--- config.mk ---
export PLATFORM = sky130hd
export DESIGN_NAME = gcu_ram
export DESIGN_NICKNAME = d
export VERILOG_FILES = /design/src/rtl/gcu_ram.sv
export SDC_FILE = /design/constraint.sdc
export NUM_CORES = 1
export LEC_CHECK = 0
export ABC_AREA = 1
export CELL_PAD_IN_SITES_DETAIL_PLACEMENT = 0
export CELL_PAD_IN_SITES_GLOBAL_PLACEMENT = 1
export CORE_UTILIZATION = 44
export CTS_CLUSTER_DIAMETER = 40
export DETAILED_ROUTE_END_ITERATION = 8
export DONT_BUFFER_PORTS = 1
export GPL_ROUTABILITY_DRIVEN = 1
export PLACE_DENSITY_LB_ADDON = 0.05
export SETUP_SLACK_MARGIN = 0.02
export SYNTH_ARGS = -nofsm -noshare
export SYNTH_HDL_FRONTEND = slang
export SYNTH_SLANG_ARGS = --single-unit
--- constraint.sdc ---
create_clock -name clock -period 2 [get_ports clock]
set_input_delay 0.1 -clock clock [delete_from_list [all_inputs] [get_ports clock]]
set_output_delay 0.1 -clock clock [all_outputs]
set_load 0.1 [all_outputs]
--- src/rtl/gcu_ram.sv ---
// Generic single-write, single-read RAM with bit write mask and registered read.
module gcu_ram #(
   parameter int WIDTH = 8,
   parameter int DEPTH = 64
) (
   input  logic                     clock,
   input  logic                     wr_en,
   input  logic [$clog2(DEPTH)-1:0] wr_addr,
   input  logic [WIDTH-1:0]         wr_data,
   input  logic [WIDTH-1:0]         wr_mask,
   input  logic [$clog2(DEPTH)-1:0] rd_addr,
   output logic [WIDTH-1:0]         rd_data
);

   logic [WIDTH-1:0] mem [DEPTH];
   logic [WIDTH-1:0] rd_data_ff;

   always_ff @(posedge clock) begin
      if (wr_en) begin
         for (int i = 0; i < WIDTH; i++) begin
            if (wr_mask[i]) begin
               mem[wr_addr][i] <= wr_data[i];
            end
         end
      end
      rd_data_ff <= mem[rd_addr];
   end

   assign rd_data = rd_data_ff;

endmodule

After elaboration in Yosys (flattened, before gate mapping)
Memory sizes are Yosys's and may differ from the RTL's. A register that Yosys moved wholly into a read port is not among the register bits.
Index checks and enable logic that the tools add are counted.

word-level totals
  memories kept = 1
  memory bits (writable) = 512
  register bits = 0
  logic and storage cells = 25
  bits of input ports = 30

memory list
  name  depth  bits a word  rd ports  clocked after memory_dff  wr ports  RTL line  RTL
  mem   64     8            1         1                         1         15        logic [WIDTH-1:0] mem [DEPTH];

cells by class
  multiplexer cells = 24

operators with widths
  operator           count
  1-bit two-way mux  24

Longest topological paths before layout
  word-level depth = 3
  depth in mapped cells = 12
  gate-level depth less buffers = 9

Least setup slack after synthesis
Ideal clock, no wire load.

  path kind = input port to flip-flop
  start = input wr_addr[0]
  end = memory mem[0][0] (enable)
  setup time = 0.303 ns
  required time = 1.697 ns
  arrival time = 0.996 ns
  stages = 3
  setup slack = 0.701 ns
  cell sequence = nor3_1 nand2_1 nor2_1

RTL lines
  item         RTL line  RTL
  from (decl)  8         input logic [$clog2(DEPTH)-1:0] wr_addr,
  to (decl)    15

Straight into the memory's write port.

==> flow_summary.json <==
{
  "outcome": "finished, violations left",
  "violations": "setup timing",
  "clockPowerShare": 0.519,
  "drc": 0,
  "crit_path_start_kind": "input port",
  "post-route-period-util": 1.10,
  "viasPerCell": 5.56,
  "post-route-cell-area_um2": 27800,
  "cts_tree": "built",
  "gr-total-overflow": 0,
  "synth_top_family_by_area": "simple AND/OR/NAND/NOR gates",
  "layout_commonest_cell": "nand2_1",
  "finalSetupViolations": 4,
  "ff2ff_setup_slack_ns": 0.21,
  "cts_buffers": 90,
  "track_usage": 0.281,
  "fmax_mhz": 453,
  "antenna_found_initial": 1,
  "cts_root_buf": "clkbuf_16",
  "pwr-share-comb": 0.065,
  "synthAdderAreaFrac": 0,
  "min_period_ns": 2.21,
  "yosys.area.top_type": "edfxtp_1",
  "num_antenna_cells": 0,
  "synth_compound_area_frac": 0,
  "dieHeight_um": 232,
  "routed_wirelength_mm": 73.7,
  "multi_input_area_um2": 6960,
  "yosys.area_share.simple": 0.299,
  "crit_end": "rd_data[1]$_DFF_P_",
  "intPower_mw": 22.2,
  "max-slew-margin-rel": 0.357,
  "p_sw_mw": 6.89,
  "slowest_stage": "dlygate4sd3_1",
  "vdd_drop_max_mv": 0.714,
  "netlist_instances": 2370,
  "area_growth_pct": 19.9,
  "avgSynthCellArea_um2": 9.79,
  "muxShareOfSynthArea": 0,
  "ys_seq_elements": 520,
  "grt_pass1_wl_mm": 110,
  "synthDistinctLibCells": 14,
  "power_switching_share": 0.237,
  "cp.arrival_ns": 2.77,
  "drv_cap": 0,
  "seq_area_um2": 15500,
  "dr.pass1.iters": 5,
  "num_vias": 17682,
  "clk_latency_ns": 0.62,
  "crit_family": "buffers and inverters",
  "crit_type": "input port to flip-flop",
  "dpl_cell_area_um2": 24300,
  "drt_iter0_markers": 1679,
  "critPathCaptureType": "flip-flop",
  "final-hold-violation-count": 0,
  "min_path_type": "input port to flip-flop",
  "synth.net_count": 2400,
  "cp.required_ns": 2.56,
  "crit_chain": "inv_8 -> buf_12 -> buf_12 -> nand2_1 -> nand3_1 -> nand3_1 -> nand2_1 -> nand2_1 -> dlygate4sd3_1 -> nand3_1 -> nand3_1 -> nand2_1",
  "clock_path_buffers": 3,
  "netlist.area_leader.share": 0.663,
  "r2r-start": "mem[63][3]$_DFFE_PP_",
  "num_io_pins": 38,
  "r2r_end": "rd_data[3]$_DFF_P_",
  "rows": 83,
  "cp_num_cells": 12,
  "fillers": 4728,
  "yosysWarnings": 0,
  "power_mw": 29.0,
  "ys_seq_area_frac": 0.670,
  "finalWorstSetupSlack_ns": -0.206,
  "worst-path-buf-inv": 4,
  "grt_pass1_vias": 17482,
  "max_stage_delay_ns": 0.55,
  "synth_area_um2": 23200,
  "die_w_um": 232,
  "start_util": 0.449,
  "seqPwrFrac": 0.416,
  "io_buffers": 0,
  "startpoint": "rd_addr[0]",
  "drtAntennaViolNets": 0,
  "rsz0062_at_grt": "false",
  "wl_per_cell_um": 23.2,
  "reg2reg_depth": 9,
  "clk_pin_slew_worst_paths_ns": 0.05,
  "nNetsFinal": 2457,
  "final.setup_skew_ns": 0.0119,
  "synthXorXnorAreaFrac": 0,
  "pwr_density_cell_nw_per_um2": 1040,
  "hold-worst-slack_ns": 0.00927,
  "htree_num_levels": 3,
  "place_congestion": 0.880,
  "cts_sinks": 520,
  "cp_max_fo": 257,
  "hpwlAfterDp_mm": 38.8,
  "final_cell_mix": "712 x nand2_1, 512 x nor2_1, 512 x edfxtp_1",
  "drv_slew": 0,
  "drive_above_1_share": 0.107,
  "synthTopCellsByArea": "edfxtp_1 66%, nand2_1 12%, nand3_1 9.3%, nor2_1 8.3%, buf_2 1.3%",
  "coreArea_um2": 51700,
  "grt_max_degree": 258,
  "tightest_slew_ns": 0.965,
  "dieArea_um2": 53600,
  "leakage_nw": 10.1
}
[cells by family after synthesis]
family	after synthesis
buffers and inverters	170
flip-flops	520
AND/OR/NAND/NOR	1680
[cells in the mapped netlist]
master,n
nor2_1,512
nor3_4,1
nand2_1,720
nor3_1,2
clkbuf_1,68
nor3_2,13
inv_1,10
edfxtp_1,512
buf_2,58
nand3_1,432
buf_1,29
inv_2,2
dfxtp_1,8
buf_4,3
[state kept, by name, summed over array words and instances, names as in the netlist]
signal   cells
rd_data      8
mem        512
[timing repair]
item                       in CTS  in global routing
hold endpoints to repair      534                  0
buffers inserted                0                  0
gates resized for setup         0                  1
hold buffers                   35                  0
setup endpoints to repair       0                  1
[through the flow]
stage | setup WS, ns | cells | utilization | setup TNS [ns]
final | -0.206 | 3178 | 0.538 | -0.570
after global routing | 0.171 | 3178 | 0.538 | 0
after CTS | 0.145 | 3178 | 0.538 | 0
after detailed placement | 0.236 | 2980 | 0.471 | 0
after global placement | 0.282 | 2980 | 0.471 | 0
after floorplan | 0.701 | 2370 | - | 0
[worst min-delay path by stage]
stage	start	endpoint	slack [ns]	depth (start not counted)
after floorplan	wr_data[0]	mem[0][0]$_DFFE_PP_	0.20	0
after global placement	wr_data[3]	mem[57][3]$_DFFE_PP_	0.20	0
after detailed placement	wr_data[2]	mem[54][2]$_DFFE_PP_	0.20	0
after CTS	rd_addr[1]	rd_data[3]$_DFF_P_	0.004	7
after global routing	rd_addr[2]	rd_data[6]$_DFF_P_	0.03	6
final	rd_addr[2]	rd_data[6]$_DFF_P_	0.009	6
[cell type report]
type / count / share of cell area
flip-flops and latches: 520 / 0.558
multi-input cells: 1680 / 0.250
clock buffers: 102 / 0.0826
repair buffers: 123 / 0.0521
well taps: 680 / 0.0306
clock inverters: 61 / 0.0240
inverters: 12 / 0.00198
[layer usage]
layer | track usage | share of wire | vias to the layer above
li1 | - | - | 8128
met1 | 0.388 | 0.43 | 8740
met2 | 0.451 | 0.47 | 697
met3 | 0.0468 | 0.078 | 115
met4 | 0.0917 | 0.024 | 2
met5 | 0 | 0.00018 | -
[power by group through the flow]
stage / logic (mW) / clock network (mW) / registers [mW]
finish: 1.88 / 15.1 / 12.1
global route: 2.02 / 15.8 / 12.1
CTS: 1.89 / 15.3 / 12.1
floorplan: 0.921 / 0 / 12.4
global placement: 1.54 / 0 / 12.3
detailed placement: 1.55 / 0 / 12.3
[worst min-delay path: cells and delay by family]
kind / cells / cell delay (ns)
simple gates: 6 / 0.46
(Power assumes the default switching activity.)
